<file path="config.mk">
export PLATFORM = sky130hd
export DESIGN_NAME = htd_pending_stack
export DESIGN_NICKNAME = d
export VERILOG_FILES = /design/src/rtl/core/assert_macros.svh /design/src/rtl/core/htd_pkg.sv /design/src/rtl/core/htd_pending_stack.sv
export SDC_FILE = /design/constraint.sdc
export NUM_CORES = 2
export LEC_CHECK = 0
export ABC_CLOCK_PERIOD_IN_PS = 6240
export BUFFER_PORTS_ARGS = -buffer_cell sky130_fd_sc_hd__buf_2
export CORE_UTILIZATION = 57
export DETAILED_ROUTE_END_ITERATION = 8
export PLACE_DENSITY = 0.71
export SLEW_MARGIN = 20
export SYNTH_ARGS = -nofsm -noshare
export SYNTH_HDL_FRONTEND = slang
export SYNTH_SLANG_ARGS = --single-unit
</file>
<file path="constraint.sdc">
create_clock -name clk -period 6.24 [get_ports clk]
set_clock_uncertainty 0.2 [all_clocks]
set_input_delay 0.624 -clock clk [delete_from_list [all_inputs] [get_ports clk]]
set_output_delay 0.624 -clock clk [all_outputs]
set_load 0.01 [all_outputs]
</file>
<file path="src/rtl/core/assert_macros.svh">
// Assertion macros shared by the Huffman tree decoder RTL.
// Depends on nothing; files that check their own logic include it by name.
`ifndef ASSERT_MACROS_SVH
`define ASSERT_MACROS_SVH
`ifndef SYNTHESIS
// Property must hold at every clock edge outside reset.
`define HTD_ASSERT(name, clk, rst_n, prop) \
    name: assert property (@(posedge clk) disable iff (!rst_n) (prop)) \
        else $error("htd: assertion failed");
// Condition must never be seen outside reset.
`define HTD_ASSERT_NEVER(name, clk, rst_n, expr) \
    name: assert property (@(posedge clk) disable iff (!rst_n) !(expr)) \
        else $error("htd: forbidden condition seen");
`else
`define HTD_ASSERT(name, clk, rst_n, prop)
`define HTD_ASSERT_NEVER(name, clk, rst_n, expr)
`endif
`endif

</file>
<file path="src/rtl/core/htd_pkg.sv">
// Shared types and constants for the Huffman tree decoder.
// Used by every module under rtl/core; depends on nothing.
`default_nettype none

package htd_pkg;

    // Fixed field widths
    localparam int IDX_W       = 9;
    localparam int SYM_W       = 8;
    localparam int IN_TDATA_W  = 8;
    localparam int OUT_TDATA_W = 8;
    localparam int CFG_W       = 32;

    // Default sizes, handed down from the top level
    localparam int DEF_NODE_SLOTS  = 512;
    localparam int DEF_STACK_DEPTH = 256;
    localparam int DEF_SYMBOL_BITS = 8;

    // One node record: a leaf keeps its symbol in the low bits of left
    typedef struct packed {
        logic             leaf;
        logic [IDX_W-1:0] right;
        logic [IDX_W-1:0] left;
    } node_rec_t;

    // Node memory access: one write and one read port
    typedef struct packed {
        logic             we;
        logic [IDX_W-1:0] waddr;
        node_rec_t        wdata;
        logic             re;
        logic [IDX_W-1:0] raddr;
    } node_req_t;

    // Pending stack commands
    typedef struct packed {
        logic             clear;
        logic             push;
        logic             pop;
        logic [IDX_W-1:0] push_data;
    } stack_req_t;

    // Pending stack status, top entry prefetched
    typedef struct packed {
        logic             empty;
        logic             full;
        logic [IDX_W-1:0] top_data;
    } stack_stat_t;

    // One result beat
    typedef struct packed {
        logic [SYM_W-1:0] symbol;
        logic             last;
        logic             err;
    } result_t;

    // Extra phase of an item: walk fetch or parent link
    typedef enum logic [1:0] {
        PH_IDLE,
        PH_WALK,
        PH_LINK
    } phase_t;

endpackage

`default_nettype wire

</file>
<file path="src/rtl/core/htd_pending_stack.sv">
// Stack of internal nodes waiting for their right child, held in a
// synchronous memory with the top entry prefetched. Depends on htd_pkg.
`default_nettype none

module htd_pending_stack #(
    parameter int STACK_DEPTH = htd_pkg::DEF_STACK_DEPTH
) (
    input  wire                  clk,
    input  wire                  rst_n,
    input  htd_pkg::stack_req_t  req,
    output htd_pkg::stack_stat_t stat
);
    import htd_pkg::*;

    localparam int SAW   = $clog2(STACK_DEPTH);
    localparam int TOP_W = $clog2(STACK_DEPTH + 1);

    logic [IDX_W-1:0] mem [STACK_DEPTH];
    logic [IDX_W-1:0] rd_reg;
    logic [TOP_W-1:0] top_reg;
    logic [TOP_W-1:0] top_next;
    logic [TOP_W-1:0] top_base;
    logic [SAW-1:0]   rd_addr;

    // Pointer update; a clear takes effect before a push in the same beat
    always_comb
    begin
        top_base = req.clear ? '0 : top_reg;
        top_next = top_base;
        if (req.push)
        begin
            top_next = top_base + TOP_W'(1);
        end
        else if (req.pop)
        begin
            top_next = top_base - TOP_W'(1);
        end
    end

    // Prefetch address: the entry under the pointer
    always_comb
    begin
        if (top_reg == '0)
        begin
            rd_addr = '0;
        end
        else
        begin
            rd_addr = SAW'(top_reg - TOP_W'(1));
        end
    end

    always_ff @(posedge clk or negedge rst_n)
    begin
        if (!rst_n)
        begin
            top_reg <= '0;
        end
        else
        begin
            top_reg <= top_next;
        end
    end

    // Push write and continuous top read
    always_ff @(posedge clk)
    begin
        if (req.push)
        begin
            mem[top_base[SAW-1:0]] <= req.push_data;
        end
        rd_reg <= mem[rd_addr];
    end

    assign stat.empty    = (top_reg == '0);
    assign stat.full     = (top_reg == TOP_W'(STACK_DEPTH));
    assign stat.top_data = rd_reg;

endmodule

`default_nettype wire

</file>
==> reports/qor.csv <==
metric;value;unit
status;finished, violations left;
failing checks;design-rule violations;
flops & latches, synth;2322;
Worst Reg-to-Reg Cells;9;
Seq/Total Area, Yosys;74.8;%
Achievable Freq;0.186;GHz
total CTS buffers;220;
final wirelength;291000;um
Main synth FF type;edfxtp_1;
worst setup margin;870;ps
Arr. time, crit path;5910;ps
Hold Path Class;in -> reg;
Routed wire per std cell;34.6;um
worst hold start;req[8];
Die Y;406;um
DR iter-0 viols;10200;
GPL Wtd Cong;0.999;
pin count of the biggest net entering global routing;180;
Critical R2R Launch;top_reg[2];
r2r endpoint;rd_reg[6];
antenna violations before repair;13;
Die W;406;um
leakage power;32.8;nW
I/O pin count;25;
max-cap violations;0;
WHS Endpoint;mem[133][8];
Fill cells;11400;
Hold Vio Cnt, Final;0;
Final Max Tran Viols;0;
Worst Hold Path Cells;1;
Clk Latency, worst-skew pair;860;ps
Power per Cell Area;404;nW/um2
share of layout cells above drive strength 1;11.3;%
Worst-Margin Slew;1310;ps
Final period util;86.1;%
Synth area leader;edfxtp_1;
Initial Utilization;57.7;%
# rows;147;
vias;59100;
input/output buffers;24;
Residual DRC;2;
mapped cell area;93000;um2
clock root cell;clkbuf_16;
core region area;161000;um2
Worst VDD drop;0.324;mV
Setup violations, final;0;
Die ar.;165000;um2
CP Max Fanout;17;
Netlist cell types;94;
unrepaired setup endpoints after global routing;no;
Avg Cell Area, Syn;15.3;um2
max FFs per register;2304;
GR Util All Layers;35.2;%
synthesis-to-layout area growth;10.2;%
register-to-register setup slack;870;ps
first-pass GRT wire length;410000;um
CP Launch Type;register;
fin crit period;5370;ps
Mapped Nets;6113;
Post-Route Setup TNS;0;ps
postcts setup bufs;0;
Area contributors post-synth;edfxtp_1, mux2i_1, nand2_1;
routed vias/inst;7.03;
clock tree buffer depth;3;
# clock sinks;2322;
vias in the first global route;55400;
post-place setup slack;1150;ps
most common cell in the netlist;edfxtp_1;
Syn Inst Count;6092;
global route total overflow;0;
Worst setup EP type;register;
nets;6087;
YS warnings;0;
Async SR Flop Fraction;0.388;%
Yosys top cell area share;74.4;%
Clock transition at path regs;60;ps
relative slew slack;12.6;%
number of synthesized flops with an enable pin;2304;
most instantiated cells after synthesis;edfxtp_1, nand2_1, a21oi_1;
H-tree levels;4;
DRT antenna net count;0;
Initial DRT Pass Iterations;9;
HPWL Detailed;172000;um
CTS tree;built;
Worst Path Required;6780;ps
crit path kind;reg -> reg;
[worst max path at each step]
stage / start / end / slack (ps) / cells past startpoint
after CTS: top_reg[0] / rd_reg[0] / 1140 / 12
after global placement: top_reg[0] / rd_reg[6] / 1140 / 10
after global routing: top_reg[0] / rd_reg[3] / 1000 / 12
after detailed placement: top_reg[0] / rd_reg[6] / 1150 / 10
after floorplan: top_reg[0] / rd_reg[7] / 1710 / 17
final: top_reg[2] / rd_reg[6] / 870 / 9
[power by group]
part | switching [mW] | internal (mW) | total (mW)
clock | 5.74 | 6.83 | 12.6
sequential | 0.167 | 17.2 | 17.4
combinational | 8.47 | 2.99 | 11.5
[layer usage]
metal / vias to the layer above / global-route usage (%) / wire length, um
met5: - / 0 / 108
met4: 18 / 17.6 / 16900
met3: 852 / 10.4 / 42300
met2: 4763 / 51.1 / 127000
met1: 29400 / 48.7 / 104000
li1: 24000 / - / -
[critical path, cell delays in order, from the launching register on]
cell and delay [ps]:
dfrtp_1 870, or4_1 440, o21ai_0 160, nand2_1 690
buf_4 340, buf_4 290, nand2_1 300, o41ai_1 1180
a2111oi_0 190, or4b_1 560
[logic make-up (layout without fill, tap and decap cells)]
| logic type | after synthesis | after routing | synth area share, % |
|---|---|---|---|
| XOR/XNOR | 10 | 10 | 0.0942 |
| adder cells (fa/ha/maj) | 7 | 7 | 0.0942 |
| flip-flops | 2322 | 2322 | 74.8 |
| AND/OR/NAND/NOR | 1362 | 1362 | 6.43 |
| AO/OA/AOI/OAI | 1442 | 1442 | 10.5 |
| multiplexers | 481 | 481 | 5.60 |
| other | 0 | 2 | 0 |
| buffers and inverters | 468 | 619 | 2.41 |
[repair_timing]
| action | 4_1_cts | 5_1_grt |
|---|---|---|
| hold buffers | 3 | 0 |
| endpoints found under the setup margin | 0 | 0 |
| hold endpoints to repair | 11 | 0 |
| gates resized for setup | 0 | 0 |
[cells in the final DEF, fill, tap and decap left out, types with 9 or more instances in the layout]
cell type | synthesis | routed
o2111ai_1 | 12 | 12
nand3_1 | 129 | 128
a22oi_1 | 47 | 47
o32ai_1 | 12 | 12
nand2b_1 | 38 | 38
mux4_2 | 17 | 17
dfxtp_1 | 9 | 9
a31oi_1 | 92 | 92
clkbuf_16 | 0 | 223
nand4_1 | 24 | 24
edfxtp_1 | 2304 | 2304
clkinv_2 | 0 | 28
nor3_1 | 93 | 91
o211ai_1 | 44 | 44
clkbuf_8 | 0 | 9
o21ai_0 | 186 | 186
clkinv_1 | 1 | 57
nand2_1 | 586 | 579
o221ai_1 | 186 | 186
inv_1 | 9 | 9
mux2_2 | 145 | 145
o311ai_0 | 38 | 38
nor2b_1 | 53 | 53
clkbuf_1 | 134 | 66
nor4_1 | 14 | 14
a22o_1 | 11 | 11
buf_2 | 238 | 15
a311oi_1 | 24 | 24
a211oi_1 | 87 | 86
a221oi_1 | 37 | 37
o22ai_1 | 119 | 118
o31ai_1 | 14 | 14
a311o_1 | 13 | 13
buf_12 | 0 | 42
buf_4 | 41 | 139
or3_1 | 19 | 19
a32oi_1 | 27 | 27
nor2_1 | 365 | 359
mux2i_1 | 319 | 319
a21oi_1 | 387 | 383
[metrics by stage]
stage	instance area, um2	util, %	total power, mW	std cells	hold slack, ps
after detailed placement	95800	59.4	28.6	8001	304
after floorplan	93000	-	23.4	6092	128
after global routing	102000	63.5	42.1	8404	70.8
final	102000	63.5	41.4	8405	73.9
after CTS	102000	63.5	40.9	8403	26.4
after global placement	95800	59.4	28.6	8000	310
[final cells by class]
cell class | count | area [um2] | area share (%)
tap | 2160 | 2700 | 2.64
inverter | 12 | 57.6 | 0.0562
clock inverter | 108 | 779 | 0.761
timing repair buffer | 208 | 2120 | 2.07
multi-input combinational | 3302 | 21300 | 20.8
antenna | 2 | 5.00 | 0.00489
sequential | 2322 | 69600 | 67.9
clock buffer | 291 | 5860 | 5.72
(Power assumes the default switching activity.)
