## src/rtl/core/assert_macros.svh

```systemverilog
// Assertion macros shared by the Huffman tree decoder RTL.
// Depends on nothing; files that check their own logic include it by name.
`ifndef ASSERT_MACROS_SVH
`define ASSERT_MACROS_SVH
`ifndef SYNTHESIS
// Property must hold at every clock edge outside reset.
`define HTD_ASSERT(name, clk, rst_n, prop) \
    name: assert property (@(posedge clk) disable iff (!rst_n) (prop)) \
        else $error("htd: assertion failed");
// Condition must never be seen outside reset.
`define HTD_ASSERT_NEVER(name, clk, rst_n, expr) \
    name: assert property (@(posedge clk) disable iff (!rst_n) !(expr)) \
        else $error("htd: forbidden condition seen");
`else
`define HTD_ASSERT(name, clk, rst_n, prop)
`define HTD_ASSERT_NEVER(name, clk, rst_n, expr)
`endif
`endif

```

## src/rtl/core/htd_pkg.sv

```systemverilog
// Shared types and constants for the Huffman tree decoder.
// Used by every module under rtl/core; depends on nothing.
`default_nettype none

package htd_pkg;

    // Fixed field widths
    localparam int IDX_W       = 9;
    localparam int SYM_W       = 8;
    localparam int IN_TDATA_W  = 8;
    localparam int OUT_TDATA_W = 8;
    localparam int CFG_W       = 32;

    // Default sizes, handed down from the top level
    localparam int DEF_NODE_SLOTS  = 512;
    localparam int DEF_STACK_DEPTH = 256;
    localparam int DEF_SYMBOL_BITS = 8;

    // One node record: a leaf keeps its symbol in the low bits of left
    typedef struct packed {
        logic             leaf;
        logic [IDX_W-1:0] right;
        logic [IDX_W-1:0] left;
    } node_rec_t;

    // Node memory access: one write and one read port
    typedef struct packed {
        logic             we;
        logic [IDX_W-1:0] waddr;
        node_rec_t        wdata;
        logic             re;
        logic [IDX_W-1:0] raddr;
    } node_req_t;

    // Pending stack commands
    typedef struct packed {
        logic             clear;
        logic             push;
        logic             pop;
        logic [IDX_W-1:0] push_data;
    } stack_req_t;

    // Pending stack status, top entry prefetched
    typedef struct packed {
        logic             empty;
        logic             full;
        logic [IDX_W-1:0] top_data;
    } stack_stat_t;

    // One result beat
    typedef struct packed {
        logic [SYM_W-1:0] symbol;
        logic             last;
        logic             err;
    } result_t;

    // Extra phase of an item: walk fetch or parent link
    typedef enum logic [1:0] {
        PH_IDLE,
        PH_WALK,
        PH_LINK
    } phase_t;

endpackage

`default_nettype wire

```

## src/rtl/core/htd_ctrl.sv

```systemverilog
// Decoder control: tree load, parent linking and the code walk, driving the
// node store and pending stack. Depends on htd_pkg.
`default_nettype none

module htd_ctrl #(
    parameter int NODE_SLOTS  = htd_pkg::DEF_NODE_SLOTS,
    parameter int STACK_DEPTH = htd_pkg::DEF_STACK_DEPTH,
    parameter int SYMBOL_BITS = htd_pkg::DEF_SYMBOL_BITS
) (
    input  wire                         clk,
    input  wire                         rst_n,
    input  wire                         s_valid,
    output logic                        s_ready,
    input  wire                         code_bit,
    input  wire                         new_stream,
    input  wire                         cfg_wr_en,
    input  wire  [htd_pkg::CFG_W-1:0]   cfg_wr_data,
    input  wire                         buf_has_room,
    output logic                        res_push,
    output htd_pkg::result_t            res_data,
    output htd_pkg::node_req_t          node_req,
    input  htd_pkg::node_rec_t          rd_rec,
    input  htd_pkg::node_rec_t          root_rec,
    output htd_pkg::stack_req_t         stack_req,
    input  htd_pkg::stack_stat_t        stack_stat
);
    import htd_pkg::*;

    localparam int NF_W  = $clog2(NODE_SLOTS + 1);
    localparam int LBC_W = $clog2(SYMBOL_BITS + 1);
    // Keeps the stack sizing visible where overflow is decided
    localparam int STACK_LIMIT = STACK_DEPTH;

    phase_t             phase_reg;
    phase_t             phase_next;
    logic               loading_reg;
    logic               loading_next;
    logic [LBC_W-1:0]   leaf_cnt_reg;
    logic [LBC_W-1:0]   leaf_cnt_next;
    logic [SYMBOL_BITS-1:0] leaf_shift_reg;
    logic [SYMBOL_BITS-1:0] leaf_shift_next;
    logic [NF_W-1:0]    nf_reg;
    logic [NF_W-1:0]    nf_next;
    logic [CFG_W-1:0]   emitted_reg;
    logic [CFG_W-1:0]   emitted_next;
    logic               err_reg;
    logic               err_next;
    logic [CFG_W-1:0]   symbol_count_reg;
    node_rec_t          cur_rec_reg;
    node_rec_t          cur_rec_next;
    logic [IDX_W-1:0]   link_addr_reg;
    logic [IDX_W-1:0]   link_addr_next;
    node_rec_t          link_rec_reg;
    node_rec_t          link_rec_next;

    logic               accept;
    logic               start_walk;
    logic               start_link;
    logic               walk_done;
    logic               link_wr;
    logic               raise_err;
    logic               eff_loading;
    logic [LBC_W-1:0]   eff_cnt;
    logic [SYMBOL_BITS-1:0] eff_shift;
    logic [NF_W-1:0]    eff_nf;
    logic [CFG_W-1:0]   eff_emit;
    logic               eff_err;
    logic               eff_empty;
    logic               eff_full;
    logic [NF_W-1:0]    nf_inc;
    logic [SYMBOL_BITS:0] sh_ext;
    logic [LBC_W-1:0]   cnt_dec;

    assign accept = s_valid && s_ready;

    // Phase sequencer: next state
    always_comb
    begin
        phase_next = phase_reg;
        unique case (phase_reg)
            PH_IDLE:
            begin
                if (start_walk)
                begin
                    phase_next = PH_WALK;
                end
                else if (start_link)
                begin
                    phase_next = PH_LINK;
                end
            end
            PH_WALK: phase_next = PH_IDLE;
            PH_LINK: phase_next = PH_IDLE;
            default: phase_next = PH_IDLE;
        endcase
    end

    // Phase sequencer: outputs
    always_comb
    begin
        s_ready   = 1'b0;
        walk_done = 1'b0;
        link_wr   = 1'b0;
        unique case (phase_reg)
            PH_IDLE: s_ready   = buf_has_room;
            PH_WALK: walk_done = 1'b1;
            PH_LINK: link_wr   = 1'b1;
            default: s_ready   = 1'b0;
        endcase
    end

    // Item processing
    always_comb
    begin
        // Restart the stream before the bit is looked at
        eff_loading = loading_reg;
        eff_cnt     = leaf_cnt_reg;
        eff_shift   = leaf_shift_reg;
        eff_nf      = nf_reg;
        eff_emit    = emitted_reg;
        eff_err     = err_reg;
        eff_empty   = stack_stat.empty;
        eff_full    = stack_stat.full;
        stack_req   = '0;
        if (accept && new_stream)
        begin
            eff_loading     = 1'b1;
            eff_cnt         = '0;
            eff_shift       = '0;
            eff_nf          = '0;
            eff_emit        = '0;
            eff_err         = 1'b0;
            eff_empty       = 1'b1;
            eff_full        = (STACK_LIMIT == 0);
            stack_req.clear = 1'b1;
        end

        loading_next    = eff_loading;
        leaf_cnt_next   = eff_cnt;
        leaf_shift_next = eff_shift;
        nf_next         = eff_nf;
        emitted_next    = eff_emit;
        err_next        = eff_err;
        cur_rec_next    = cur_rec_reg;
        link_addr_next  = link_addr_reg;
        link_rec_next   = link_rec_reg;
        node_req        = '0;
        res_push        = 1'b0;
        res_data        = '0;
        start_walk      = 1'b0;
        start_link      = 1'b0;
        raise_err       = 1'b0;

        nf_inc  = eff_nf + NF_W'(1);
        sh_ext  = {eff_shift, code_bit};
        cnt_dec = eff_cnt - LBC_W'(1);

        if (accept && !eff_err)
        begin
            if (eff_loading)
            begin
                if (eff_cnt == '0)
                begin
                    // Node marker bit
                    if (eff_nf >= NF_W'(NODE_SLOTS))
                    begin
                        raise_err = 1'b1;
                    end
                    else if (code_bit)
                    begin
                        if (eff_nf == '0)
                        begin
                            raise_err = 1'b1;
                        end
                        else
                        begin
                            leaf_cnt_next   = LBC_W'(SYMBOL_BITS);
                            leaf_shift_next = '0;
                        end
                    end
                    else if (eff_full)
                    begin
                        raise_err = 1'b1;
                    end
                    else
                    begin
                        // Internal node: left child is the next slot
                        node_req.we         = 1'b1;
                        node_req.waddr      = IDX_W'(eff_nf);
                        node_req.wdata      = '{leaf: 1'b0, right: '0,
                                                left: IDX_W'(nf_inc)};
                        stack_req.push      = 1'b1;
                        stack_req.push_data = IDX_W'(eff_nf);
                        nf_next             = nf_inc;
                    end
                end
                else
                begin
                    // Symbol bit, MSB first
                    leaf_shift_next = sh_ext[SYMBOL_BITS-1:0];
                    leaf_cnt_next   = cnt_dec;
                    if (cnt_dec == '0)
                    begin
                        if (eff_nf < NF_W'(NODE_SLOTS))
                        begin
                            node_req.we    = 1'b1;
                            node_req.waddr = IDX_W'(eff_nf);
                            node_req.wdata = '{leaf: 1'b1, right: '0,
                                               left: IDX_W'(sh_ext[SYMBOL_BITS-1:0])};
                        end
                        nf_next = nf_inc;
                        if (eff_empty)
                        begin
                            loading_next = 1'b0;
                            cur_rec_next = root_rec;
                        end
                        else
                        begin
                            // Pop the waiting parent; its right child is the next slot
                            stack_req.pop  = 1'b1;
                            start_link     = 1'b1;
                            link_addr_next = stack_stat.top_data;
                            link_rec_next  = '{leaf: 1'b0, right: IDX_W'(nf_inc),
                                               left: stack_stat.top_data + IDX_W'(1)};
                        end
                    end
                end
            end
            else if (eff_emit < symbol_count_reg)
            begin
                // Walk: fetch the chosen child
                node_req.re    = 1'b1;
                node_req.raddr = code_bit ? cur_rec_reg.right : cur_rec_reg.left;
                start_walk     = 1'b1;
            end
        end

        if (raise_err)
        begin
            err_next     = 1'b1;
            res_push     = 1'b1;
            res_data.err = 1'b1;
        end

        // PH_WALK phase of a walk bit: child record is back
        if (walk_done)
        begin
            if (rd_rec.leaf)
            begin
                emitted_next    = emitted_reg + CFG_W'(1);
                res_push        = 1'b1;
                res_data.symbol = rd_rec.left[SYM_W-1:0];
                res_data.last   = ((emitted_reg + CFG_W'(1)) == symbol_count_reg);
                cur_rec_next    = root_rec;
            end
            else
            begin
                cur_rec_next = rd_rec;
            end
        end

        // PH_LINK phase of a closing leaf: link the parent
        if (link_wr)
        begin
            node_req.we    = 1'b1;
            node_req.waddr = link_addr_reg;
            node_req.wdata = link_rec_reg;
        end
    end

    // Control state
    always_ff @(posedge clk or negedge rst_n)
    begin
        if (!rst_n)
        begin
            phase_reg        <= PH_IDLE;
            loading_reg      <= 1'b1;
            leaf_cnt_reg     <= '0;
            leaf_shift_reg   <= '0;
            nf_reg           <= '0;
            emitted_reg      <= '0;
            err_reg          <= 1'b0;
            symbol_count_reg <= '0;
        end
        else
        begin
            phase_reg      <= phase_next;
            loading_reg    <= loading_next;
            leaf_cnt_reg   <= leaf_cnt_next;
            leaf_shift_reg <= leaf_shift_next;
            nf_reg         <= nf_next;
            emitted_reg    <= emitted_next;
            err_reg        <= err_next;
            if (cfg_wr_en)
            begin
                symbol_count_reg <= cfg_wr_data;
            end
        end
    end

    // Walk position and pending link
    always_ff @(posedge clk)
    begin
        cur_rec_reg   <= cur_rec_next;
        link_addr_reg <= link_addr_next;
        link_rec_reg  <= link_rec_next;
    end

endmodule

`default_nettype wire
```

## config.mk

```make
export PLATFORM = sky130hd
export DESIGN_NAME = htd_ctrl
export DESIGN_NICKNAME = d
export VERILOG_FILES = /design/src/rtl/core/assert_macros.svh /design/src/rtl/core/htd_pkg.sv /design/src/rtl/core/htd_ctrl.sv
export SDC_FILE = /design/constraint.sdc
export NUM_CORES = 1
export LEC_CHECK = 0
export BUFFER_PORTS_ARGS = -buffer_cell sky130_fd_sc_hd__buf_2
export CORE_AREA = 2 2 133 135
export DETAILED_ROUTE_END_ITERATION = 12
export DIE_AREA = 0 0 135 137
export MAX_ROUTING_LAYER = met4
export PLACE_DENSITY = 0.77
export SLEW_MARGIN = 5
export SYNTH_ARGS = -nofsm -noshare
export SYNTH_HDL_FRONTEND = slang
export SYNTH_SLANG_ARGS = --single-unit
```

## constraint.sdc

```tcl
create_clock -name clk -period 4.1 [get_ports clk]
set_input_delay 0.205 -clock clk [delete_from_list [all_inputs] [get_ports clk]]
set_output_delay 0.205 -clock clk [all_outputs]
set_load 0.02 [all_outputs]
```

==> qor.json <==
{
  "synth_sequential_area_ratio": 0.409,
  "drc": 0,
  "total_power_mw": 3.79,
  "cpPeakStageDelay_ns": 0.41,
  "synth-async-reset-ratio": 0.664,
  "outcome": "finished, violations left",
  "clock_tree_from_tritoncts": "built",
  "final_layout_size_suffix_gt1_frac": 0.220,
  "wl_per_cell_um": 17.4,
  "clock_sinks": 134,
  "gpl.final_weighted_congestion": 0.945,
  "worstPathCellList": "and4bb_2, nand2_4, and2_1, ha_1, a21o_1, a21o_1, a21o_1, a211oi_1, o21ai_0, o21a_2, nor4_1, buf_2",
  "synth.top_cells.by_area": "dfrtp_1 25%, edfxtp_1 15%, ha_1 5.6%, o21ai_0 5.1%, xnor2_1 3.9%",
  "h-tree-depth": 4,
  "synth_cell_types": 71,
  "syn_avg_cell_area_um2": 9.08,
  "yosys_register_bits": 134,
  "timing.final.hold_violations": 1,
  "port-buffer-count": 149,
  "cap_viol_max_count": 0,
  "crit_arrival_ns": 3.67,
  "critical_path.slowest_cell": "dfrtp_1",
  "fin_nets": 1239,
  "initial_utilization": 0.513,
  "synth_fp_nets": 1091,
  "grt_usage": 0.268,
  "hp-class": "in2reg",
  "tightestPinTransition_ns": 1.02,
  "power.static_leakage_nw": 4.78,
  "grt_pass1_wl_um": 38200,
  "fp-row-count": 48,
  "inserted_diodes": 0,
  "finalWirelength_um": 23500,
  "power_per_cell_area_nw_per_um2": 361,
  "post_dp_cell_area_um2": 9630,
  "layoutNonFillerInstCount": 1350,
  "maxSlewHeadroom": 0.318,
  "cts.repair_timing.setup_buffer_count": 0,
  "die-area_um2": 18500,
  "failed_checks": "hold timing",
  "synth_area_um2": 8750,
  "finalSetupViolCount": 0,
  "place_hpwl_um": 16500,
  "worst_clock_skew_ns": 0.0116,
  "final_design_area_no_fill_um2": 10500,
  "ir_drop_uv": 326,
  "yosys_warns": 0,
  "syn-instance-count": 964,
  "timing.setup.critical_path_class": "reg2out",
  "first_global_vias": 7609,
  "firstDrtPassIters": 7,
  "die-width_um": 135,
  "synth-edff-count": 45,
  "worst_setup_path_start_kind": "flip-flop",
  "clk_pin_slew_ns": 0.06,
  "synth_flop_cell": "dfrtp_1",
  "avgViaCountPerCell": 5.83,
  "whs_ns": -0.000531,
  "timing.critical_path.required_ns": 3.89,
  "core_area_um2": 17100,
  "final_max_slew_viol_count": 0,
  "synth.largest_area_cell": "dfrtp_1",
  "critical-path-top-cell-by-count": "a21o_1",
  "synth_top_cell_area_share": 0.252,
  "endpoint_kind": "primary output",
  "detail-route-antenna-nets": 0,
  "globalRouteOverflowTotal": 0,
  "fillers": 1461,
  "clock_insertion_delay_worst_skew_ns": 0.43,
  "dp.cells": 1289,
  "ys_top_cells_by_count": "90 x nand2_1, 90 x o21ai_0, 88 x dfrtp_1",
  "timing.fmax_mhz": 258,
  "worst-r2r-setup-slack_ns": 0.83,
  "area_growth_pct": 20.0,
  "dr.first_iter.drc_count": 662,
  "die_h_um": 137,
  "ctsLongestPathBuffers": 2,
  "ratio_of_final_minimum_period_to_clock_period": 0.945,
  "initial_antenna_violation_count": 0,
  "cts-root-buf": "clkbuf_16",
  "shortest_period_the_worst_path_allows_ns": 3.88,
  "cp_max_fo": 15,
  "numCtsBuffers": 17,
  "detailroute.via_count": 7873,
  "tns_ns": 0,
  "boundaryPins": 151,
  "rsz_0062_raised_after_global_routing": "no",
  "grt_max_degree": 64
}
==> final timing paths <==
path | to | from | depth (start not counted)
max | node_req[7] | phase_reg[0] | 12
min | symbol_count_reg[21] | cfg_wr_data[21] | 3
max reg2reg | link_rec_reg[15] | phase_reg[0] | 10
min reg2reg | err_reg | err_reg | 1
max in group asynchronous | loading_reg | rst_n | 3
min in group asynchronous | nf_reg[7] | rst_n | 2
==> critical path, delay by kind of cell (launching register included) <==
| kind | cells | cell delay, ns |
|---|---|---|
| AOI/OAI and AO/OA | 6 | 1.26 |
| and+or+nand+nor | 4 | 1.05 |
| DFF | 1 | 0.41 |
| adders and majority gates | 1 | 0.29 |
| buffers and inverters | 1 | 0.22 |
==> through the flow <==
| stage | setup slack, ns | hold slack, ns | utilization |
|---|---|---|---|
| 2_1_floorplan | 0.195 | -0.0906 | - |
| 5_1_grt | 0.00526 | 0.00739 | 0.616 |
| 4_1_cts | 0.0951 | 0.00260 | 0.615 |
| 3_5_place_dp | 0.552 | 0.326 | 0.565 |
| 6_report | 0.224 | -0.000531 | 0.616 |
| 3_3_place_gp | 0.665 | 0.333 | 0.565 |
==> layout make-up <==
cell class / instances / area [µm²] / area share
clock inverter: 14 / 138 / 0.0131
inverter: 49 / 184 / 0.0175
timing repair buffer: 194 / 1160 / 0.110
tap: 225 / 282 / 0.0268
sequential: 134 / 3580 / 0.341
multi-input combinational: 716 / 4730 / 0.450
clock buffer: 18 / 429 / 0.0409
==> logic make-up (layout without fill, tap and decap cells) <==
logic type,after synthesis,count (layout),share of synthesized area
xor gates and xnor gates,58,58,0.0581
adders and majority gates,39,39,0.0558
DFF,134,134,0.409
buffers and inverters,114,275,0.0525
muxes,31,31,0.0396
AOI/OAI and AO/OA,238,238,0.172
and+or+nand+nor,350,350,0.213
==> layout by cell type, fill, tap and decap left out, drive strengths merged, types with 3 or more instances in the layout <==
master / n
a22oi: 12
clkinvlp: 3
clkbuf: 18
o31ai: 16
nor3b: 3
a22o: 4
xor2: 19
or2: 5
o2111ai: 4
dlygate4sd3: 29
nor4: 14
and4: 7
a21o: 10
nor2: 54
nand2: 91
buf: 165
mux2: 29
nand3: 41
nor4b: 3
ha: 39
nor3: 22
a211oi: 10
a32o: 13
o21a: 3
o21ai: 93
edfxtp: 45
xnor2: 39
a21oi: 41
a31oi: 8
nor2b: 6
o41ai: 4
nand4: 17
and3: 16
inv: 58
dfrtp: 88
or3: 9
and2: 53
==> what timing repair did <==
item                       CTS  global route
setup endpoints to repair    0            10
hold buffers                29             0
resized for setup            0             3
hold endpoints to repair    83             0
==> where the power goes <==
| group | leakage [nW] | switching [mW] | internal, mW | total [mW] |
|---|---|---|---|---|
| Combinational | 2.93 | 0.410 | 0.284 | 0.693 |
| Sequential | 1.58 | 0.0996 | 1.49 | 1.59 |
| Clock | 0.269 | 0.651 | 0.851 | 1.50 |
| Total | 4.78 | 1.16 | 2.63 | 3.79 |
==> routing by layer <==
layer  vias to the layer above  track usage  share of wire
li1                       3777            -              -
met1                      3754        0.355           0.44
met2                       310        0.434           0.48
met3                        32       0.0448          0.058
met4                         0       0.0666          0.014
met5                         -            -              0
(Power assumes the default switching activity.)
