[src/rtl/core/assert_macros.svh]
// Assertion macros shared by the Huffman tree decoder RTL.
// Depends on nothing; files that check their own logic include it by name.
`ifndef ASSERT_MACROS_SVH
`define ASSERT_MACROS_SVH
`ifndef SYNTHESIS
// Property must hold at every clock edge outside reset.
`define HTD_ASSERT(name, clk, rst_n, prop) \
    name: assert property (@(posedge clk) disable iff (!rst_n) (prop)) \
        else $error("htd: assertion failed");
// Condition must never be seen outside reset.
`define HTD_ASSERT_NEVER(name, clk, rst_n, expr) \
    name: assert property (@(posedge clk) disable iff (!rst_n) !(expr)) \
        else $error("htd: forbidden condition seen");
`else
`define HTD_ASSERT(name, clk, rst_n, prop)
`define HTD_ASSERT_NEVER(name, clk, rst_n, expr)
`endif
`endif

[src/rtl/core/htd_pkg.sv]
// Shared types and constants for the Huffman tree decoder.
// Used by every module under rtl/core; depends on nothing.
`default_nettype none

package htd_pkg;

    // Fixed field widths
    localparam int IDX_W       = 9;
    localparam int SYM_W       = 8;
    localparam int IN_TDATA_W  = 8;
    localparam int OUT_TDATA_W = 8;
    localparam int CFG_W       = 32;

    // Default sizes, handed down from the top level
    localparam int DEF_NODE_SLOTS  = 512;
    localparam int DEF_STACK_DEPTH = 256;
    localparam int DEF_SYMBOL_BITS = 8;

    // One node record: a leaf keeps its symbol in the low bits of left
    typedef struct packed {
        logic             leaf;
        logic [IDX_W-1:0] right;
        logic [IDX_W-1:0] left;
    } node_rec_t;

    // Node memory access: one write and one read port
    typedef struct packed {
        logic             we;
        logic [IDX_W-1:0] waddr;
        node_rec_t        wdata;
        logic             re;
        logic [IDX_W-1:0] raddr;
    } node_req_t;

    // Pending stack commands
    typedef struct packed {
        logic             clear;
        logic             push;
        logic             pop;
        logic [IDX_W-1:0] push_data;
    } stack_req_t;

    // Pending stack status, top entry prefetched
    typedef struct packed {
        logic             empty;
        logic             full;
        logic [IDX_W-1:0] top_data;
    } stack_stat_t;

    // One result beat
    typedef struct packed {
        logic [SYM_W-1:0] symbol;
        logic             last;
        logic             err;
    } result_t;

    // Extra phase of an item: walk fetch or parent link
    typedef enum logic [1:0] {
        PH_IDLE,
        PH_WALK,
        PH_LINK
    } phase_t;

endpackage

`default_nettype wire

[src/rtl/core/htd_result_buf.sv]
// Two-entry output queue that parts the result stream from the decoder.
// Depends on htd_pkg.
`default_nettype none

module htd_result_buf (
    input  wire              clk,
    input  wire              rst_n,
    input  wire              push,
    input  htd_pkg::result_t push_data,
    output logic             has_room,
    output logic             m_valid,
    input  wire              m_ready,
    output htd_pkg::result_t m_data
);
    import htd_pkg::*;

    logic [1:0] count_reg;
    logic [1:0] count_next;
    result_t    slot0_reg;
    result_t    slot0_next;
    result_t    slot1_reg;
    result_t    slot1_next;
    logic       pop;

    assign pop = m_valid && m_ready;

    // Advance the queue
    always_comb
    begin
        count_next = count_reg + {1'b0, push} - {1'b0, pop};
        slot0_next = slot0_reg;
        slot1_next = slot1_reg;
        if (pop)
        begin
            if (count_reg == 2'd2)
            begin
                slot0_next = slot1_reg;
                if (push)
                begin
                    slot1_next = push_data;
                end
            end
            else if (push)
            begin
                slot0_next = push_data;
            end
        end
        else if (push)
        begin
            if (count_reg == 2'd0)
            begin
                slot0_next = push_data;
            end
            else
            begin
                slot1_next = push_data;
            end
        end
    end

    always_ff @(posedge clk or negedge rst_n)
    begin
        if (!rst_n)
        begin
            count_reg <= '0;
        end
        else
        begin
            count_reg <= count_next;
        end
    end

    always_ff @(posedge clk)
    begin
        slot0_reg <= slot0_next;
        slot1_reg <= slot1_next;
    end

    assign has_room = (count_reg != 2'd2);
    assign m_valid  = (count_reg != 2'd0);
    assign m_data   = slot0_reg;

endmodule

`default_nettype wire

[config.mk]
export PLATFORM = sky130hd
export DESIGN_NAME = htd_result_buf
export DESIGN_NICKNAME = d
export VERILOG_FILES = /design/src/rtl/core/assert_macros.svh /design/src/rtl/core/htd_pkg.sv /design/src/rtl/core/htd_result_buf.sv
export SDC_FILE = /design/constraint.sdc
export NUM_CORES = 1
export LEC_CHECK = 0
export ABC_AREA = 1
export BUFFER_PORTS_ARGS = -buffer_cell sky130_fd_sc_hd__buf_4
export CAP_MARGIN = 20
export CORE_ASPECT_RATIO = 1.25
export CORE_MARGIN = 2
export CORE_UTILIZATION = 44
export CTS_CLUSTER_DIAMETER = 80
export DETAILED_ROUTE_END_ITERATION = 8
export GPL_TIMING_DRIVEN = 0
export PLACE_DENSITY = 0.74
export SYNTH_ARGS = -nofsm -noshare
export SYNTH_HDL_FRONTEND = slang
export SYNTH_SLANG_ARGS = --single-unit
[constraint.sdc]
create_clock -name clk -period 1.4 [get_ports clk]
set_input_delay 0.28 -clock clk [delete_from_list [all_inputs] [get_ports clk]]
set_output_delay 0.28 -clock clk [all_outputs]
set_load 0.02 [all_outputs]
==> metrics, run 1 <==
setup repair after global routing missed its margin=true; busiest grt layer=met2; Mapped Area=approximately 910 um^2; DR pass1 iterations=4; CTS buffer count=3; slowest stage delay, CP=between 0.4 and 0.5 ns; Hold Path Cell Cnt=1; via count=approximately 630; CTS tree=built; clock network power share=0.172; Max-Cap Viols=0; vias in the first global route=about 600; Slew Limit Headroom=0.757; Final Hold Vio Count=0; final setup violation count=0; critical-path cell list=nor2_4 > inv_2 > buf_6; mux cell area share after synthesis=0; Data arrival, critical path=~1.1 ns; Final Cell Area=around 1200 um^2; Critical Path End Type=primary output; initial antenna violation count=0; Synth Register Bits=22; main combinational cell family by area after synthesis=simple AND/OR/NAND/NOR gates; critical path's top delay family=flip-flops; Hold Path Class=primary input to flop; status=finished clean; post-route ant nets=0; Startpoint Class=flop; sequential area share after synthesis=0.714; Reg power frac=0.470; simple-gate share of the synthesized area=0.196; DR vias/cell=~5; Final period util=0.986; grt met1 use=0.152; worst-case clock buffer depth=2; met3 usage=0.0330; IO Count=26; CTS Root Cell=clkbuf_4; Gate power share=0.358; Crit path depth=3; setup TNS=0 ns; Max FO, Critical Path=4; Synth Area in Adders=0.0137; xor-xnor portion of the synthesized cell area=0; CTS sink cnt=22; number of synthesis warnings=0; die extent in x=about 45 um; largest net degree at the start of global routing=13; post-route non-filler standard cell count=about 130; WS Path Type=flop to primary output; required time worst endpoint=about 1.1 ns; Clock Pin Slew Worst Setup and Hold Paths=about 0.12 ns; total grt overflow=0; skew final=approximately 0.009 ns; Layout area overhead=32.4%; DR WL/cell=between 10 and 15 um; FP Rows=18; H-Tree Depth=1; gpl congestion=roughly 0.71; leakage=0.000534 uW; DIE AREA=2450 um^2; Syn Inst Count=73; Starting Density=0.465; Sw Ratio=0.332; GR Util All Layers=0.152; antenna cell count=0; met2 Use GR=0.275; Compound-Gate Fraction of Synth Area=0.0220; drt drc=0; layout cells sized above 1=0.410; Max stage delay cell, worst path=dfrtp_2; min cycle time layout=1.38 ns; NumNets Final=about 120; Cells after DPL=between 100 and 150; CP Buf/Inv Count=2; post-synthesis cell type count=14; Die Height=about 55 um; Port-buffer cells=25; pin slew with the least headroom to its limit=0.364 ns; P_int=roughly 1400 uW; Synth Net Count=~90; syn avg cell area=between 10 and 15 um^2; total wire length=around 1.7 mm; first-pass GRT wire length=around 2.5 mm; Highest Clock Rate=between 700 and 800 MHz; P per Cell Area=between 1500 and 2000 nW/um^2; Core ar.=1960 um^2; Slew Limit Fails=0; Psw=between 600 and 700 uW; DRT iter0 DRCs=6; Placed Area=between 1000 and 1500 um^2; Clk Latency, worst-skew pair=0.31 ns; Worst VDD drop=roughly 0.0012 V; R2R depth=3
what timing repair did:
item	4_1_cts	5_1_grt
gates cloned	0	0
gates resized for setup	3	2
endpoints found under the setup margin	11	2
pin swaps	1	1
buffers inserted	1	1
hold buffers	1	0
hold endpoints to repair	2	0
path summary, 6_finish.rpt:
kind / start / to / slack [ns]
max: count_reg[0] / has_room / 0.02
max reg2reg: count_reg[0] / slot1_reg[1] / 0.08
max in group asynchronous: rst_n / count_reg[0] / 1.04
min reg2reg: slot1_reg[5] / m_data[5] / 0.56
min: push_data[9] / slot1_reg[9] / 0.14
min in group asynchronous: rst_n / count_reg[0] / 0.26
synth_stat cells:
cell type | n | area [um^2]
nand3_2 | 2 | 20.0
o21ai_0 | 1 | 5.00
o21a_1 | 1 | 7.51
clkbuf_4 | 1 | 7.51
nand3_1 | 10 | 50.1
a21boi_1 | 1 | 7.51
inv_2 | 2 | 7.51
inv_1 | 3 | 11.3
ha_1 | 1 | 12.5
nor2_4 | 1 | 11.3
nand2_1 | 26 | 97.6
edfxtp_1 | 20 | 601
dfrtp_1 | 2 | 50.1
buf_6 | 2 | 22.5
cell usage in the layout, fill, tap and decap left out, types with 2 or more instances in the layout:
master / n
buf_4: 25
nand3_2: 2
buf_6: 4
nand3_1: 10
clkbuf_4: 4
inv_2: 3
edfxtp_1: 20
nand2_1: 26
inv_1: 2
cells by family (layout without fill, tap and decap cells):
| logic type | after synthesis | in the layout |
|---|---|---|
| buf+inv | 8 | 40 |
| simple gates | 39 | 39 |
| fa+ha+maj | 1 | 1 |
| flops | 22 | 22 |
| compound gates | 3 | 3 |
per-layer routing:
layer	wire, um	vias up
li1	-	314
met1	675	295
met2	896	18
met3	88	4
met4	48	0
met5	0	-
power by group through the flow:
stage | clock network (uW) | logic [uW] | registers (uW)
5_1_grt | 381 | 797 | 978
3_5_place_dp | 0 | 667 | 987
2_1_floorplan | 0 | 325 | 1070
4_1_cts | 353 | 713 | 964
3_3_place_gp | 0 | 652 | 981
6_report | 355 | 738 | 967
cell type report:
type	count	area, um^2
fill	158	753
sequential	22	652
multi-input combinational	43	224
timing repair buffer	28	220
clock buffer	4	36.3
buffer	3	30.0
tap	20	25.0
inverter	5	18.8
metrics by stage:
step                      setup WS (ns)  power, uW  hold WS, ns  utilization
after floorplan                  0.0245       1400      -0.0156            -
after global placement           0.0104       1630       0.0630        0.579
after detailed placement        -0.0135       1650       0.0633        0.579
after CTS                        0.0170       2030        0.144        0.609
after global routing           -0.00872       2160        0.128        0.616
final                            0.0199       2060        0.141        0.616
Power figures use the tool's default switching activity.
==> inputs of run 2 (changes only) <==
--- a/config.mk
+++ b/config.mk
@@ -5,13 +5,12 @@
 export SDC_FILE = /design/constraint.sdc
 export NUM_CORES = 1
 export LEC_CHECK = 0
-export ABC_AREA = 1
 export BUFFER_PORTS_ARGS = -buffer_cell sky130_fd_sc_hd__buf_4
 export CAP_MARGIN = 20
 export CORE_ASPECT_RATIO = 1.25
 export CORE_MARGIN = 2
 export CORE_UTILIZATION = 44
-export CTS_CLUSTER_DIAMETER = 80
+export CTS_BUF_LIST = sky130_fd_sc_hd__clkbuf_8 sky130_fd_sc_hd__clkbuf_16
 export DETAILED_ROUTE_END_ITERATION = 8
 export GPL_TIMING_DRIVEN = 0
 export PLACE_DENSITY = 0.74
==> metrics, run 2 <==
Highest Clock Rate=741 MHz (was 725 MHz); clock network power share=0.267 (was 0.172); slowest stage delay, CP=0.44 ns (was 0.46 ns); CP Buf/Inv Count=1 (was 2); Max stage delay cell, worst path=dfrtp_2 (unchanged); R2R Path End=m_data[6] (was slot1_reg[1]); met2 wire length=694 um (was 896 um); WS Path Type=flop to primary output (unchanged); R2R depth=4 (was 3); Port-buffer cells=25 (unchanged); CTS tree=built (unchanged); R2R Path Start=count_reg[0] (unchanged); Psw=563 uW (was 683 uW); Starting Density=0.457 (was 0.465); via count=496 (was 631); NumNets Final=94 (was 121); Slew Limit Fails=0 (unchanged); Max FO, Critical Path=4 (unchanged); EDFF count, synth=20 (unchanged); worst-case clock buffer depth=2 (unchanged); DR pass1 iterations=1 (was 4); first-pass GRT wire length=2.04 mm (was 2.53 mm); Hold Path Cell Cnt=1 (unchanged); final setup violation count=0 (unchanged); commonest non-fill, non-tap cells in the layout=buf_4 (26), edfxtp_1 (20), mux2_4 (9) (was nand2_1 (26), buf_4 (25), edfxtp_1 (20)); Clock Pin Slew Worst Setup and Hold Paths=0.08 ns (was 0.12 ns); Synth Flop Type=edfxtp_1 (unchanged); critical path's top delay family=flip-flops (unchanged); vias in the first global route=472 (was 609); r2r setup slk=0.11 ns (was 0.08 ns); GR Util All Layers=0.125 (was 0.152); die extent in x=44.3 um (was 44.7 um); Slew Limit Headroom=0.765 (was 0.757); P_int=1600 uW (was 1380 uW); setup TNS=0 ns (unchanged); critical-path cell list=or2_4 > buf_6 (was nor2_4 > inv_2 > buf_6); Final Hold Vio Count=0 (unchanged); Synth Register Bits=22 (unchanged); top cells by area in the synthesized netlist=edfxtp_1 (67%), mux2_4 (15%), dfrtp_1 (5.6%), ha_1 (1.4%), buf_6 (1.3%) (was edfxtp_1 (66%), nand2_1 (11%), dfrtp_1 (5.5%), nand3_1 (5.5%), buf_6 (2.5%)); Layout area overhead=37.5% (was 32.4%); Clk Latency, worst-skew pair=0.26 ns (was 0.31 ns); most common cell in the netlist=edfxtp_1 (was nand2_1); Total Power=2160 uW (was 2060 uW); Commonest cells post-synth=edfxtp_1 (20), mux2_4 (9), nand2_1 (3) (was nand2_1 (26), edfxtp_1 (20), nand3_1 (10)); Worst VDD drop=0.000992 V (was 0.00119 V); P per Cell Area=1750 nW/um^2 (was 1710 nW/um^2); CTS buffer count=3 (unchanged); Gate power share=0.292 (was 0.358); IO Count=26 (unchanged); post-synthesis cell type count=15 (was 14); CTS sink cnt=22 (unchanged); highest routed layer=met4 (unchanged); initial antenna violation count=0 (unchanged); Sw Ratio=0.261 (was 0.332); antenna cell count=0 (unchanged); WL met3=84 um (was 88 um); FP Rows=18 (unchanged); worst hold start=push_data[9] (unchanged); Hold Path Class=primary input to flop (unchanged); Fillers=144 (was 158); layout cells sized above 1=0.628 (was 0.410); Data arrival, critical path=1.07 ns (was 1.10 ns); total grt overflow=0 (unchanged); Reg power frac=0.442 (was 0.470); WHS Endpoint=slot1_reg[9] (unchanged); Max-Cap Viols=0 (unchanged); setup repair after global routing missed its margin=false (was true); Die Height=54.4 um (was 54.9 um); skew final=0.00461 ns (was 0.00920 ns); WL met1=458 um (was 675 um); DIE AREA=2410 um^2 (was 2450 um^2); gpl congestion=0.617 (was 0.708); DR vias/cell=5.06 (was 5.05); share of the synthesized area in the top cell type=0.671 (was 0.659); sequential area share after synthesis=0.727 (was 0.714); drt drc=0 (unchanged); most common cell after layout, fill and taps aside=buf_4 (was nand2_1); pin slew with the least headroom to its limit=0.351 ns (was 0.364 ns); CTS Root Cell=clkbuf_8 (was clkbuf_4); DR WL/cell=13.0 um (was 13.7 um); H-Tree Depth=1 (unchanged); Mapped Area=895 um^2 (was 911 um^2); total wire length=1.27 mm (was 1.71 mm); Startpoint Class=flop (unchanged); Synth Net Count=61 (was 88); async set-reset flop share out of synthesis=0.0909 (unchanged); Critical Path End Type=primary output (unchanged); largest net degree at the start of global routing=14 (was 13); DRT iter0 DRCs=0 (was 6); leakage=0.000526 uW (was 0.000534 uW); post-route ant nets=0 (unchanged); required time worst endpoint=1.12 ns (about the same); status=finished clean (unchanged); syn avg cell area=19.4 um^2 (was 12.5 um^2); Final period util=0.964 (was 0.986); Core ar.=1960 um^2 (unchanged); Yosys top cell by area=edfxtp_1 (unchanged); Syn Inst Count=46 (was 73); number of synthesis warnings=0 (unchanged); min cycle time layout=1.35 ns (was 1.38 ns)
[run 2: cell types whose count changed in the layout (fill, tap and decap cells not counted), sizes merged, moves of 2 or more]
cell / delta
nand2: -23
nand3: -11
mux2: +10
inv: -4
clkbuf: -2
[run 2: layout make-up]
type	count	area (um^2)	share of cell area
buffer	1	15.0	0.0122
clock buffer	3	41.3	0.0336
clock inverter	1	30.0	0.0244
inverter	1	3.75	0.00305
multi-input combinational	22	246	0.200
sequential	22	652	0.530
tap	20	25.0	0.0203
timing repair buffer	28	216	0.176
[run 2: power groups by stage]
stage / clock, uW / combinational, uW / sequential (uW)
finish: 575 / 630 / 953
global route: 617 / 685 / 971
CTS: 592 / 601 / 950
detailed placement: 0 / 549 / 969
global placement: 0 / 539 / 965
floorplan: 0 / 269 / 1040
[run 2: per-stage QoR]
stage	cell area [um^2]	worst slack [ns]	utilization	hold WS, ns	instances
after floorplan	898	0.0683	-	-0.0156	46
after global placement	1110	0.0364	0.567	0.0627	91
after detailed placement	1110	0.0102	0.567	0.0638	91
after CTS	1210	0.00877	0.617	0.191	98
after global routing	1230	0.00549	0.628	0.189	98
final	1230	0.0508	0.628	0.200	98
[run 2: routing by layer]
layer	vias up	global-route usage
li1	239	-
met1	233	0.119
met2	19	0.223
met3	5	0.0396
met4	0	0.0909
met5	-	0
[run 2: logic make-up (layout without fill, tap and decap cells)]
| group | count (synthesis) | after routing | synth area share |
|---|---|---|---|
| and+or+nand+nor | 6 | 6 | 0.0378 |
| AOI/OAI and AO/OA | 3 | 3 | 0.0196 |
| DFF | 22 | 22 | 0.727 |
| adders and majority gates | 1 | 1 | 0.0140 |
| xor gates and xnor gates | 1 | 1 | 0.00979 |
| buffers and inverters | 2 | 34 | 0.0168 |
| muxes | 11 | 11 | 0.175 |
[run 2: how the worst max path moves through the flow]
stage | to | depth (start not counted) | startpoint
finish | m_valid | 2 | count_reg[1]
global route | m_valid | 2 | count_reg[1]
CTS | m_data[5] | 2 | count_reg[1]
detailed placement | m_data[4] | 2 | count_reg[1]
global placement | m_data[4] | 2 | count_reg[1]
floorplan | slot1_reg[0] | 2 | count_reg[0]
[run 2: timing repair]
action / in CTS / in global routing
pin swaps: 0 / 1
endpoints found under the hold margin: 2 / 0
setup endpoints to repair: 4 / 22
hold buffers: 1 / 0
setup buffers: 2 / 0
gates resized for setup: 1 / 7
==> inputs of run 3 (changes only) <==
--- a/config.mk
+++ b/config.mk
@@ -9,11 +9,12 @@
 export CAP_MARGIN = 20
 export CORE_ASPECT_RATIO = 1.25
 export CORE_MARGIN = 2
-export CORE_UTILIZATION = 44
+export CORE_UTILIZATION = 40
 export CTS_BUF_LIST = sky130_fd_sc_hd__clkbuf_8 sky130_fd_sc_hd__clkbuf_16
 export DETAILED_ROUTE_END_ITERATION = 8
 export GPL_TIMING_DRIVEN = 0
-export PLACE_DENSITY = 0.74
+export PLACE_DENSITY = 0.69
+export SETUP_SLACK_MARGIN = 0.2
 export SYNTH_ARGS = -nofsm -noshare
 export SYNTH_HDL_FRONTEND = slang
 export SYNTH_SLANG_ARGS = --single-unit
==> metrics, run 3 (synthesis gave the netlist of run 2 again) <==
Core ar.=2160 um^2 (was 1960 um^2); P_int=1500 uW (was 1600 uW); Reg power frac=0.459 (was 0.442); leakage=0.000545 uW (was 0.000526 uW); post-route non-filler standard cell count=113 (was 98); post-route ant nets=0 (unchanged); Port-buffer cells=25 (unchanged); worst hold start=push_data[9] (unchanged); GR Util All Layers=0.129 (was 0.125); most common cell after layout, fill and taps aside=buf_4 (unchanged); P per Cell Area=1630 nW/um^2 (was 1750 nW/um^2); Die Height=56.9 um (was 54.4 um); R2R Path Start=count_reg[1] (was count_reg[0]); Hold Path Class=primary input to flop (unchanged); met3 usage=0.0322 (was 0.0396); Fillers=165 (was 144); R2R depth=4 (unchanged); setup ws final=0.0565 ns (was 0.0508 ns); Final period util=0.960 (was 0.964); CTS Root Cell=clkbuf_8 (unchanged); met2 Use GR=0.190 (was 0.223); critical-path cell list=or2_4 > buf_6 (unchanged); total grt overflow=0 (unchanged); WS Path Type=flop to primary output (unchanged); Total Power=2090 uW (was 2160 uW); Psw=587 uW (was 563 uW); initial antenna violation count=0 (unchanged); grt met1 use=0.166 (was 0.119); status=finished clean (unchanged); Gate power share=0.359 (was 0.292); first-pass GRT wire length=2.33 mm (was 2.04 mm); busiest grt layer=met2 (unchanged); NumNets Final=98 (was 94); required time worst endpoint=1.12 ns (about the same); via count=499 (was 496); FP Rows=19 (was 18); gpl congestion=0.697 (was 0.617); Slew Limit Headroom=0.844 (was 0.765); Max-Cap Viols=0 (unchanged); die extent in x=46.3 um (was 44.3 um); Worst VDD drop=0.000935 V (was 0.000992 V); Cells after DPL=102 (was 91); DR vias/cell=4.42 (was 5.06); commonest non-fill, non-tap cells in the layout=buf_4 (26), edfxtp_1 (20), mux2_4 (9) (unchanged); Critical Path End Type=primary output (unchanged); skew final=0.00720 ns (was 0.00461 ns); Max FO, Critical Path=5 (was 4); drt drc=0 (unchanged); setup TNS=0 ns (unchanged); CTS sink cnt=22 (unchanged); vias in the first global route=486 (was 472); CTS tree=built (unchanged); Clock Pin Slew Worst Setup and Hold Paths=0.08 ns (about the same); IO Count=26 (unchanged); largest net degree at the start of global routing=13 (was 14); Max stage delay cell, worst path=dfrtp_2 (unchanged); Slew Limit Fails=0 (unchanged); R2R Path End=m_data[4] (was m_data[6]); Data arrival, critical path=1.06 ns (was 1.07 ns); DR WL/cell=13.2 um (was 13.0 um); H-Tree Depth=1 (unchanged); DRT iter0 DRCs=9 (was 0); Sw Ratio=0.281 (was 0.261); Layout area overhead=43.2% (was 37.5%); layout cells sized above 1=0.634 (was 0.628); WHS Endpoint=slot1_reg[9] (unchanged); r2r setup slk=0.06 ns (was 0.11 ns); Final Hold Vio Count=0 (unchanged); Starting Density=0.414 (was 0.457); antenna cell count=0 (unchanged); Startpoint Class=flop (unchanged); Highest Clock Rate=744 MHz (was 741 MHz); Clk Latency, worst-skew pair=0.26 ns (about the same); pin slew with the least headroom to its limit=0.230 ns (was 0.351 ns); Final Core Density=0.592 (was 0.628); total wire length=1.50 mm (was 1.27 mm); min cycle time layout=1.34 ns (was 1.35 ns); setup repair after global routing missed its margin=true (was false); slowest stage delay, CP=0.44 ns (about the same); CTS buffer count=3 (unchanged); worst-case clock buffer depth=2 (unchanged); DR pass1 iterations=3 (was 1); Place WS=-0.00807 ns (was 0.0102 ns); final setup violation count=0 (unchanged); DP Wirelength=a little over 1 mm; DIE AREA=2630 um^2 (was 2410 um^2); clock network power share=0.183 (was 0.267); Hold Path Cell Cnt=1 (unchanged)
-- run 3: cell count changes in the layout (fill, tap and decap cells not counted), sizes merged --
cell / delta
bufinv: -1
clkinv: +1
buf: +4
-- run 3: power groups by stage --
stage	combinational (uW)	clock, uW	sequential [uW]
final	751	382	959
after global routing	805	425	971
after CTS	705	392	954
after detailed placement	565	0	974
after global placement	553	0	967
after floorplan	278	0	1040
-- run 3: layout make-up --
class / count / area, um^2 / area share
Inverter: 1 / 3.75 / 0.00293
Clock buffer: 3 / 41.3 / 0.0322
Buffer: 1 / 20.0 / 0.0156
Tap cell: 31 / 38.8 / 0.0303
Multi-Input combinational cell: 22 / 251 / 0.196
Sequential cell: 22 / 652 / 0.509
Timing Repair Buffer: 32 / 270 / 0.211
Clock inverter: 1 / 3.75 / 0.00293
-- run 3: layer usage --
layer  vias up  part of all wire
li1        247                 -
met1       234              0.42
met2        16              0.53
met3         2             0.043
met4         0             0.011
met5         -                 0
-- run 3: worst max-delay path by stage --
stage                      start         to  cells past startpoint
floorplan           count_reg[0]  m_data[0]                      4
global placement    count_reg[1]  m_data[3]                      2
detailed placement  count_reg[1]  m_data[3]                      2
CTS                 count_reg[1]    m_valid                      2
global route        count_reg[1]  m_data[4]                      4
finish              count_reg[1]    m_valid                      2
-- run 3: timing repair --
action	4_1_cts	5_1_grt
hold buffers	1	0
resized for setup	5	5
pin swaps	1	1
hold endpoints to repair	2	0
endpoints found under the setup margin	33	23
buffers inserted	5	1
-- run 3: critical path, delay by kind of cell (launching register included) --
family | cells | cell delay [ns]
flops | 1 | 0.44
buf+inv | 1 | 0.13
simple gates | 1 | 0.24
-- run 3: per-stage QoR --
| stage | instance area (um^2) | hold slack (ns) |
|---|---|---|
| finish | 1280 | 0.206 |
| floorplan | 903 | -0.0156 |
| detailed placement | 1130 | 0.0645 |
| CTS | 1260 | 0.203 |
| global route | 1280 | 0.194 |
| global placement | 1130 | 0.0646 |
